## config.mk

```make
export PLATFORM = sky130hd
export DESIGN_NAME = shpt_front
export DESIGN_NICKNAME = d
export VERILOG_FILES = /design/src/sv/shpt_pkg.sv /design/src/sv/shpt_front.sv
export SDC_FILE = /design/constraint.sdc
export NUM_CORES = 1
export LEC_CHECK = 0
export ABC_AREA = 1
export ABC_CLOCK_PERIOD_IN_PS = 7300
export BUFFER_PORTS_ARGS = -buffer_cell sky130_fd_sc_hd__buf_4
export CORE_MARGIN = 10
export CORE_UTILIZATION = 33
export DETAILED_ROUTE_END_ITERATION = 7
export REMOVE_ABC_BUFFERS = 1
export SLEW_MARGIN = 20
export SYNTH_ARGS = -nofsm -noshare
export SYNTH_HDL_FRONTEND = slang
export SYNTH_SLANG_ARGS = --single-unit
```

## constraint.sdc

```tcl
create_clock -name clk -period 7.3 [get_ports clk]
set_input_delay 0 -clock clk [delete_from_list [all_inputs] [get_ports clk]]
set_output_delay 0 -clock clk [all_outputs]
set_load 0.02 [all_outputs]
```

## src/sv/shpt_pkg.sv

```systemverilog
package shpt_pkg;

  // Table geometry. TABLE_SLOTS must be a power of two: the home slot is the
  // low bits of the hash.
  localparam int TABLE_SLOTS = 256;
  localparam int SLOT_W      = $clog2(TABLE_SLOTS);
  localparam int SLOT_OUT_W  = 8;

  localparam logic [31:0] PRIME_X = 32'd73856093;
  localparam logic [31:0] PRIME_Y = 32'd19349663;
  localparam logic [31:0] PRIME_Z = 32'd83492791;

  typedef enum logic [1:0] {
    ST_FOUND   = 2'd0,
    ST_CREATED = 2'd1,
    ST_ABSENT  = 2'd2,
    ST_FULL    = 2'd3
  } status_t;

  typedef enum logic {
    BK_IDLE,
    BK_PROBE
  } back_state_t;

  typedef struct packed {
    logic [31:0] z;
    logic [31:0] y;
    logic [31:0] x;
  } key_t;

  // one hashed request on its way from front to back
  typedef struct packed {
    key_t              key;
    logic              create;
    logic [SLOT_W-1:0] home;
  } req_t;

endpackage

```

## src/sv/shpt_front.sv

```systemverilog
module shpt_front import shpt_pkg::*; (
  input  logic        clk,
  input  logic        rst,
  input  logic        in_valid,
  output logic        in_ready,
  input  logic [31:0] coord_x,
  input  logic [31:0] coord_y,
  input  logic [31:0] coord_z,
  input  logic        create,
  output logic        push_valid,
  input  logic        push_ready,
  output req_t        push_req
);

  logic        a_valid;
  key_t        a_key;
  logic        a_create;
  logic [31:0] a_px;
  logic [31:0] a_py;
  logic [31:0] a_pz;
  logic [31:0] hash;
  logic        accept;

  assign in_ready = !a_valid || push_ready;
  assign accept   = in_valid && in_ready;

  always_ff @(posedge clk) begin
    if (rst) begin
      a_valid <= 1'b0;
    end else if (accept) begin
      a_valid <= 1'b1;
    end else if (push_ready) begin
      a_valid <= 1'b0;
    end
  end

  // products mod 2^32, registered before the xor
  always_ff @(posedge clk) begin
    if (accept) begin
      a_key.x  <= coord_x;
      a_key.y  <= coord_y;
      a_key.z  <= coord_z;
      a_create <= create;
      a_px     <= coord_x * PRIME_X;
      a_py     <= coord_y * PRIME_Y;
      a_pz     <= coord_z * PRIME_Z;
    end
  end

  assign hash            = a_px ^ a_py ^ a_pz;
  assign push_valid      = a_valid;
  assign push_req.key    = a_key;
  assign push_req.create = a_create;
  assign push_req.home   = hash[SLOT_W-1:0];

endmodule

```

==> results.yml <==
run_status:
  status: "finished, final reports clean"
setup_path:
  worst_setup_path_end_kind: "flip-flop"
  r2r_cells: 2
  crit_buf_inv: 6
  required_ns: 7.46
  crit_family: "adder cells"
  r2r-end: "push_req[12]"
  slowest_delay_ns: 0.53
  worstPathMaxFanout: 5
  worstSetupStartpointType: "primary input"
  critical_path_class: "primary input to flip-flop"
  r2r_start: "push_valid"
  r2r_slack_ns: 5.73
  cp_cell_sequence: "dlygate4sd3_1 > buf_4 > fa_1 > fa_1 > ha_1 > inv_1 > fa_1 > inv_1 > ha_1 > nand2_1 > inv_1 > a21oi_1 > nand3_1 > nand2_1 > inv_1 > nand2_1 > nand2_1"
  cp_data_arrival_time_ns: 3.39
  slowest_stage: "dlygate4sd3_1"
clocking:
  clock_path_buffers: 2
  numClockSinks: 118
  cts_buffers: 17
  cts_tree: "built"
  clock_tree.htree_level_count: 4
  cts_root_buf: "clkbuf_16"
  clk_pin_slew_worst_paths_ns: 0.06
  cts_hold_buf: 99
  cts_resized: 0
  clk_latency_ns: 0.40
  post_cts_buffers: 0
power_and_ir_drop:
  internal-power_mw: 1.644
  finalPower_mw: 2.343
  clkPwrFrac_pct: 35.3
  power.switching_mw: 0.6991
  ir_worst_vdd_mv: 0.1710
  p_leak_nw: 4.181
  pwr-share-comb_pct: 27.9
  seq_power_share_pct: 36.8
  p_sw_share_pct: 29.84
  powerDensity_mw_per_mm2: 258.3
global_route:
  grt_overflow: 0
  antenna_found_initial: 0
  met1_usage_pct: 16.84
  grt-busiest-layer: "met2"
  grt_pass1_vias: 4439
  grt_usage_pct: 14.53
  grt_pass1_wl_mm: 25.34
  grt_max_degree: 67
  use_met2_pct: 24.69
  use_met3_pct: 5.340
place:
  portBuffers: 207
  place_congestion: 0.8573
  hpwl_mm: 12.18
sta:
  setup-violations-final: 0
  slew_viol_final: 0
  fin_crit_ns: 3.229
  hold_viol: 0
  fin_worst_skew_ns: 0.005048
  post-route-period-util_pct: 44.23
  worst_pin_slew_ns: 0.8103
  tns_ns: 0
  rsz0062_at_grt: "false"
  relSlewSlack_pct: 45.98
  fmax_mhz: 309.7
detailed_routing:
  wirelength_mm: 16.72
  vias_per_cell: 4.245
  drt_iter0_drc: 142
  drc: 0
  ant_nets: 0
  wl_per_cell_um: 17.27
  dr.pass1.iters: 4
  num_vias: 4109
logic_synthesis:
  synth_cell_types: 13
  synthCells: 413
  ys_seq_elements: 118
  seq_area_frac_synth_pct: 62.34
  synth_area_per_cell_um2: 13.72
  synth_area_mm2: 0.005668
  synth-warning-count: 0
floorplan:
  die_area_mm2: 0.02282
  pin_count: 208
  initial_core_util_pct: 33.94
  chipHeight_um: 151.1
  die_w_um: 151.1
  row_count: 47
  core_area_mm2: 0.01670
hold_path:
  hold_path.startpoint: "coord_z[30]"
  holdPathStages: 2
  hold_class: "primary input to flip-flop"
  min_to: "push_req[103]"
run:
  max-cap-violations: 0
cells_and_area:
  final_cell_mix: "209 x buf_4, 117 x edfxtp_1, 99 x dlygate4sd3_1, 85 x inv_1, 72 x nand2_1"
  fill_cells: 1368
  drive_above_1_share_pct: 32.35
  final_common_cell: "buf_4"
  area_growth_pct: 60.00
  diodes: 0
  nets: 907
==> kinds of logic (layout without fill, tap and decap cells) <==
logic type,count (synthesis),after routing,synth area share (%)
AO/OA/AOI/OAI,6,6,0.5298
XOR/XNOR,33,33,5.099
AND/OR/NAND/NOR,95,95,6.755
flip-flops,118,118,62.34
buffers and inverters,90,425,6.292
adder cells (fa/ha/maj),71,71,18.98
==> final cells by class <==
cell class | count | area, um2 | share of cell area [%]
sequential | 118 | 3533 | 38.96
timing repair buffer | 308 | 2560 | 28.23
multi-input combinational | 205 | 1789 | 19.73
clock buffer | 17 | 425.4 | 4.691
inverter | 85 | 319.1 | 3.518
tap | 220 | 275.3 | 3.035
clock inverter | 15 | 166.4 | 1.835
==> worst max-delay path by stage <==
stage                     startpoint        to  slack (ns)  cells after the start
after global placement    coord_y[1]   a_py[7]        4.24                     16
after detailed placement  coord_y[1]   a_py[7]        4.16                     16
after global routing      coord_y[1]   a_py[7]        3.89                     17
final                     coord_y[1]   a_py[7]        4.07                     17
after floorplan           push_valid  a_create        0.60                      1
after CTS                 coord_y[1]   a_py[7]        4.06                     17
==> per-stage QoR <==
stage | util (%) | std cells | instance area, um2 | setup WS, ns | hold WS [ns]
finish | 54.30 | 968 | 9069 | 4.071 | 0.3218
global route | 54.30 | 968 | 9069 | 3.890 | 0.3042
CTS | 54.30 | 968 | 9069 | 4.063 | 0.2923
detailed placement | 44.82 | 837 | 7486 | 4.161 | 0.1681
global placement | 44.82 | 837 | 7486 | 4.239 | 0.1598
floorplan | - | 408 | 5630 | 0.5995 | 0.06907
==> registers in the layout (all words and copies together), names as in the netlist <==
| name | count |
|---|---|
| push_req | 96 |
| a_py | 7 |
| a_pz | 7 |
| a_px | 6 |
| a_create | 1 |
| push_valid | 1 |
==> power groups by stage <==
| stage | Combinational (mW) | Sequential, mW | Clock [mW] |
|---|---|---|---|
| after global placement | 0.604 | 0.875 | 0 |
| final | 0.653 | 0.862 | 0.828 |
| after detailed placement | 0.619 | 0.876 | 0 |
| after floorplan | 0.331 | 0.919 | 0 |
| after CTS | 0.668 | 0.862 | 0.849 |
| after global routing | 0.734 | 0.868 | 0.879 |
==> routing by layer <==
metal,wire length [um],part of all wire [%],vias up
met4,174,1.0,0
li1,-,-,1996
met5,0,0,-
met2,8307,50,155
met3,1442,8.6,12
met1,6792,41,1946
==> cells in the mapped netlist <==
master / n / area share [%]
xor2_1: 10 / 1.5
inv_1: 85 / 5.6
a21oi_1: 6 / 0.53
edfxtp_1: 117 / 62
dfxtp_1: 1 / 0.35
nand3b_1: 3 / 0.40
nand2_1: 72 / 4.8
xnor2_1: 23 / 3.6
nor2_1: 8 / 0.53
buf_4: 5 / 0.66
nand3_1: 12 / 1.1
fa_1: 25 / 8.8
ha_1: 46 / 10
Note: power is estimated with default switching activity, not from simulation.
