<file path="src/sv/shpt_pkg.sv">
package shpt_pkg;

  // Table geometry. TABLE_SLOTS must be a power of two: the home slot is the
  // low bits of the hash.
  localparam int TABLE_SLOTS = 256;
  localparam int SLOT_W      = $clog2(TABLE_SLOTS);
  localparam int SLOT_OUT_W  = 8;

  localparam logic [31:0] PRIME_X = 32'd73856093;
  localparam logic [31:0] PRIME_Y = 32'd19349663;
  localparam logic [31:0] PRIME_Z = 32'd83492791;

  typedef enum logic [1:0] {
    ST_FOUND   = 2'd0,
    ST_CREATED = 2'd1,
    ST_ABSENT  = 2'd2,
    ST_FULL    = 2'd3
  } status_t;

  typedef enum logic {
    BK_IDLE,
    BK_PROBE
  } back_state_t;

  typedef struct packed {
    logic [31:0] z;
    logic [31:0] y;
    logic [31:0] x;
  } key_t;

  // one hashed request on its way from front to back
  typedef struct packed {
    key_t              key;
    logic              create;
    logic [SLOT_W-1:0] home;
  } req_t;

endpackage

</file>
<file path="src/sv/shpt_queue.sv">
module shpt_queue import shpt_pkg::*; (
  input  logic clk,
  input  logic rst,
  input  logic push_valid,
  output logic push_ready,
  input  req_t push_req,
  output logic pop_valid,
  input  logic pop,
  output req_t pop_req
);

  req_t       entry [2];
  logic       wr_ptr;
  logic       rd_ptr;
  logic [1:0] count;
  logic       do_push;
  logic       do_pop;

  assign push_ready = (count != 2'd2);
  assign pop_valid  = (count != 2'd0);
  assign do_push    = push_valid && push_ready;
  assign do_pop     = pop && pop_valid;
  assign pop_req    = entry[rd_ptr];

  always_ff @(posedge clk) begin
    if (rst) begin
      wr_ptr <= 1'b0;
      rd_ptr <= 1'b0;
      count  <= 2'd0;
    end else begin
      if (do_push) wr_ptr <= !wr_ptr;
      if (do_pop)  rd_ptr <= !rd_ptr;
      unique case ({do_push, do_pop})
        2'b10:   count <= count + 2'd1;
        2'b01:   count <= count - 2'd1;
        default: count <= count;
      endcase
    end
  end

  always_ff @(posedge clk) begin
    if (do_push) begin
      entry[wr_ptr] <= push_req;
    end
  end

endmodule

</file>
<file path="config.mk">
export PLATFORM = sky130hd
export DESIGN_NAME = shpt_queue
export DESIGN_NICKNAME = d
export VERILOG_FILES = /design/src/sv/shpt_pkg.sv /design/src/sv/shpt_queue.sv
export SDC_FILE = /design/constraint.sdc
export NUM_CORES = 1
export LEC_CHECK = 0
export ABC_AREA = 1
export BUFFER_PORTS_ARGS = -buffer_cell sky130_fd_sc_hd__buf_2
export CAP_MARGIN = 10
export CORE_AREA = 2 2 124 126
export CTS_CLUSTER_SIZE = 14
export DETAILED_ROUTE_END_ITERATION = 6
export DIE_AREA = 0 0 126 128
export PLACE_DENSITY_LB_ADDON = 0.05
export SYNTH_ARGS = -nofsm -noshare
export SYNTH_HDL_FRONTEND = slang
export SYNTH_SLANG_ARGS = --single-unit
</file>
<file path="constraint.sdc">
create_clock -name clk -period 12.6 [get_ports clk]
set_input_delay 1.89 -clock clk [delete_from_list [all_inputs] [get_ports clk]]
set_output_delay 1.89 -clock clk [all_outputs]
set_load 0.05 [all_outputs]
</file>
==> summary.json <==
{
  "run_status": {"value": "completed"},
  "post_synth_num_cell_types": {"value": 15},
  "worst_skew_pair.late_latency": {"value": 0.49, "unit": "ns"},
  "wirelength": {"value": 14300, "unit": "um"},
  "worst_ir_drop_vdd": {"value": 0.134, "unit": "mV"},
  "detail_route.wl_per_cell": {"value": 17.9, "unit": "um"},
  "gp_congestion": {"value": 0.714},
  "numPortBuffers": {"value": 215},
  "reg2reg_to": {"value": "entry[1][89]"},
  "dieHeight": {"value": 128, "unit": "um"},
  "post_cts.resized_instances": {"value": 0},
  "post_synth.cell_area_avg": {"value": 22.1, "unit": "um^2"},
  "required_time_at_the_endpoint_of_the_critical_path": {"value": 10.71, "unit": "ns"},
  "final.fill_count": {"value": 1039},
  "preCtsSetupSlack": {"value": 8.16, "unit": "ns"},
  "path_max_fanout": {"value": 61},
  "hpwl": {"value": 9300, "unit": "um"},
  "detailed_routing_iteration_count_for_the_pre_antenna_repair_pass": {"value": 4},
  "fp-row-count": {"value": 45},
  "yosysSeqAreaShare": {"value": 0.794},
  "critPathCaptureType": {"value": "output port"},
  "cts_root_buffer": {"value": "sky130_fd_sc_hd__clkbuf_16"},
  "clock_tree.htree_level_count": {"value": 1},
  "skew": {"value": 0.0107, "unit": "ns"},
  "min_period": {"value": 4.79, "unit": "ns"},
  "slew-limit-headroom": {"value": 0.282},
  "hold_path_class": {"value": "flip-flop to flip-flop"},
  "fmaxAchievable": {"value": 209, "unit": "MHz"},
  "grt_overflow": {"value": 0},
  "regToRegSetupSlack": {"value": 9.84, "unit": "ns"},
  "cts-hold-fix-buffers": {"value": 0},
  "p_leak": {"value": 3.89, "unit": "nW"},
  "r2r_start": {"value": "count[0]"},
  "drc": {"value": 0},
  "setup.worst_path.start_class": {"value": "flip-flop"},
  "maximum_number_of_pins_on_one_net_before_global_route_repair": {"value": 82},
  "final-max-slew-violation-count": {"value": 0},
  "unrepaired_setup_endpoints_after_global_routing": {"value": "false"},
  "antenna_found_initial": {"value": 2},
  "fin_ws": {"value": 7.81, "unit": "ns"},
  "number_of_clock_sinks_seen_by_cts": {"value": 215},
  "maxCapViolCount": {"value": 0},
  "synth.net_count": {"value": 475},
  "synth_area": {"value": 0.00807, "unit": "mm^2"},
  "top_level_ports": {"value": 216},
  "postSynthCellCount": {"value": 365},
  "reg2reg_depth": {"value": 5},
  "crit_type": {"value": "flip-flop to output port"},
  "final_antenna_net_count": {"value": 0},
  "clkSlewWorstSetupHoldPaths": {"value": 0.06, "unit": "ns"},
  "report.final.hold_viol_count": {"value": 0},
  "worstHoldPathCells": {"value": 2},
  "viasPerCell": {"value": 5.05},
  "ys_ff_latch": {"value": 215},
  "yosysWarningCount": {"value": 0},
  "route.vias.total": {"value": 4047},
  "die_width": {"value": 126, "unit": "um"},
  "floorplan_core_area": {"value": 0.0149, "unit": "mm^2"},
  "cts_tree": {"value": "built"},
  "timing_worst_slew_pin_value": {"value": 1.08, "unit": "ns"},
  "global_route_wire_length_before_repair": {"value": 20800, "unit": "um"},
  "via_count_of_the_first_global_routing_pass": {"value": 4034},
  "layout_worst_path_cycle_share": {"value": 0.380},
  "clock_tree.buffer_depth": {"value": 3},
  "post-route-cell-area": {"value": 0.0100, "unit": "mm^2"},
  "power.density_cell_area": {"value": 212, "unit": "mW/mm^2"},
  "dpl_cell_area": {"value": 0.00927, "unit": "mm^2"},
  "whs_endpoint": {"value": "rd_ptr"},
  "cts_made_buffers": {"value": 22},
  "hp-start": {"value": "rd_ptr"},
  "detailedRoute.firstIterationViolations": {"value": 226},
  "area_growth": {"value": 24.4, "unit": "%"},
  "post_route_cells_drive_above_1_share": {"value": 0.587},
  "grt_usage": {"value": 0.167},
  "setup_viol": {"value": 0},
  "number_of_nets_in_the_layout": {"value": 706},
  "worst-endpoint-arrival": {"value": 2.90, "unit": "ns"},
  "cts_setup_buffers": {"value": 0},
  "initial_utilization": {"value": 0.543},
  "fp.dieArea": {"value": 0.0161, "unit": "mm^2"},
  "tns": {"value": 0, "unit": "ns"}
}
-- worst max-delay path by stage --
stage / from / to / slack (ns) / depth (start not counted)
floorplan: push_valid / entry[0][0] / 5.64 / 2
global placement: push_valid / entry[0][31] / 8.22 / 4
detailed placement: push_valid / entry[0][31] / 8.16 / 4
CTS: flip-flop / pop_req[99] / 7.76 / 3
global route: flip-flop / pop_req[93] / 7.65 / 3
finish: flip-flop / pop_req[93] / 7.81 / 3
-- cell usage in the layout, fill, tap and decap left out, drive strengths merged --
master / count
nand2: 8
clkbuf: 29
diode: 1
clkinv: 7
dfxtp: 5
mux2: 105
edfxtp: 210
buf: 219
o21ai: 3
ha: 1
nor2: 10
bufinv: 3
inv: 8
nand4: 1
clkinvlp: 1
a21oi: 2
-- kinds of logic (layout without fill, tap and decap cells) --
logic type / Yosys count / after routing / synth area share
adders and majority gates: 1 / 1 / 0.00155
buffers and inverters: 20 / 267 / 0.0225
AOI/OAI and AO/OA: 5 / 5 / 0.00310
muxes: 105 / 105 / 0.170
DFF: 215 / 215 / 0.794
and+or+nand+nor: 19 / 19 / 0.00915
other: 0 / 1 / 0
-- power breakdown --
group / switching, W / internal, W
Sequential: 0.0000359 / 0.000876
Combinational: 0.000398 / 0.000170
Clock: 0.000246 / 0.000406
-- cell usage after synthesis --
| library cell | number | share of area |
|---|---|---|
| sky130_fd_sc_hd__edfxtp_1 | 210 | 0.78 |
| sky130_fd_sc_hd__mux2_2 | 55 | 0.077 |
| sky130_fd_sc_hd__mux2_4 | 50 | 0.093 |
| sky130_fd_sc_hd__nor2_1 | 10 | 0.0047 |
| sky130_fd_sc_hd__inv_1 | 8 | 0.0037 |
| sky130_fd_sc_hd__nand2_1 | 8 | 0.0037 |
| sky130_fd_sc_hd__buf_12 | 5 | 0.012 |
| sky130_fd_sc_hd__buf_2 | 5 | 0.0031 |
| sky130_fd_sc_hd__dfxtp_1 | 5 | 0.012 |
| sky130_fd_sc_hd__o21ai_0 | 3 | 0.0019 |
| sky130_fd_sc_hd__a21oi_1 | 2 | 0.0012 |
| sky130_fd_sc_hd__buf_6 | 1 | 0.0014 |
| sky130_fd_sc_hd__buf_8 | 1 | 0.0019 |
| sky130_fd_sc_hd__ha_1 | 1 | 0.0016 |
| sky130_fd_sc_hd__nand4_1 | 1 | 0.00078 |
-- registers in the layout, indices dropped and copies added (netlist names), named ones only --
name and flops:
wr_ptr 1, rd_ptr 1, entry 210, count 2
-- stage by stage --
| stage | power [W] | hold WS [ns] | util | cells |
|---|---|---|---|---|
| 2_1_floorplan | 0.00140 | 0.465 | - | 365 |
| 3_3_place_gp | 0.00149 | 0.487 | 0.624 | 759 |
| 3_5_place_dp | 0.00150 | 0.515 | 0.624 | 759 |
| 4_1_cts | 0.00215 | 0.529 | 0.674 | 799 |
| 5_1_grt | 0.00221 | 0.542 | 0.675 | 800 |
| 6_report | 0.00213 | 0.516 | 0.675 | 801 |
-- final cells by class --
| type | count | area [um^2] | share of cell area |
|---|---|---|---|
| flip-flops and latches | 215 | 6410 | 0.639 |
| multi-input cells | 130 | 1500 | 0.149 |
| repair buffers | 219 | 1120 | 0.111 |
| clock buffers | 29 | 618 | 0.0616 |
| well taps | 188 | 235 | 0.0234 |
| clock inverters | 11 | 128 | 0.0127 |
| inverters | 8 | 30.0 | 0.00299 |
| diodes | 1 | 2.50 | 0.000249 |
-- critical path, cell delays in order (launching register included) --
cell and delay (ns):
sky130_fd_sc_hd__dfxtp_4 0.93, sky130_fd_sc_hd__buf_4 0.77, sky130_fd_sc_hd__mux2_2 0.42, sky130_fd_sc_hd__buf_2 0.21
-- routing by layer --
metal / routed length [um] / global-route usage / up-vias
li1: - / - / 1893
met1: 5530 / 0.200 / 1976
met2: 7250 / 0.283 / 156
met3: 1240 / 0.0551 / 22
met4: 294 / 0.0627 / 0
met5: 0 / 0 / -
No activity file was read; power rests on OpenSTA's default activity.
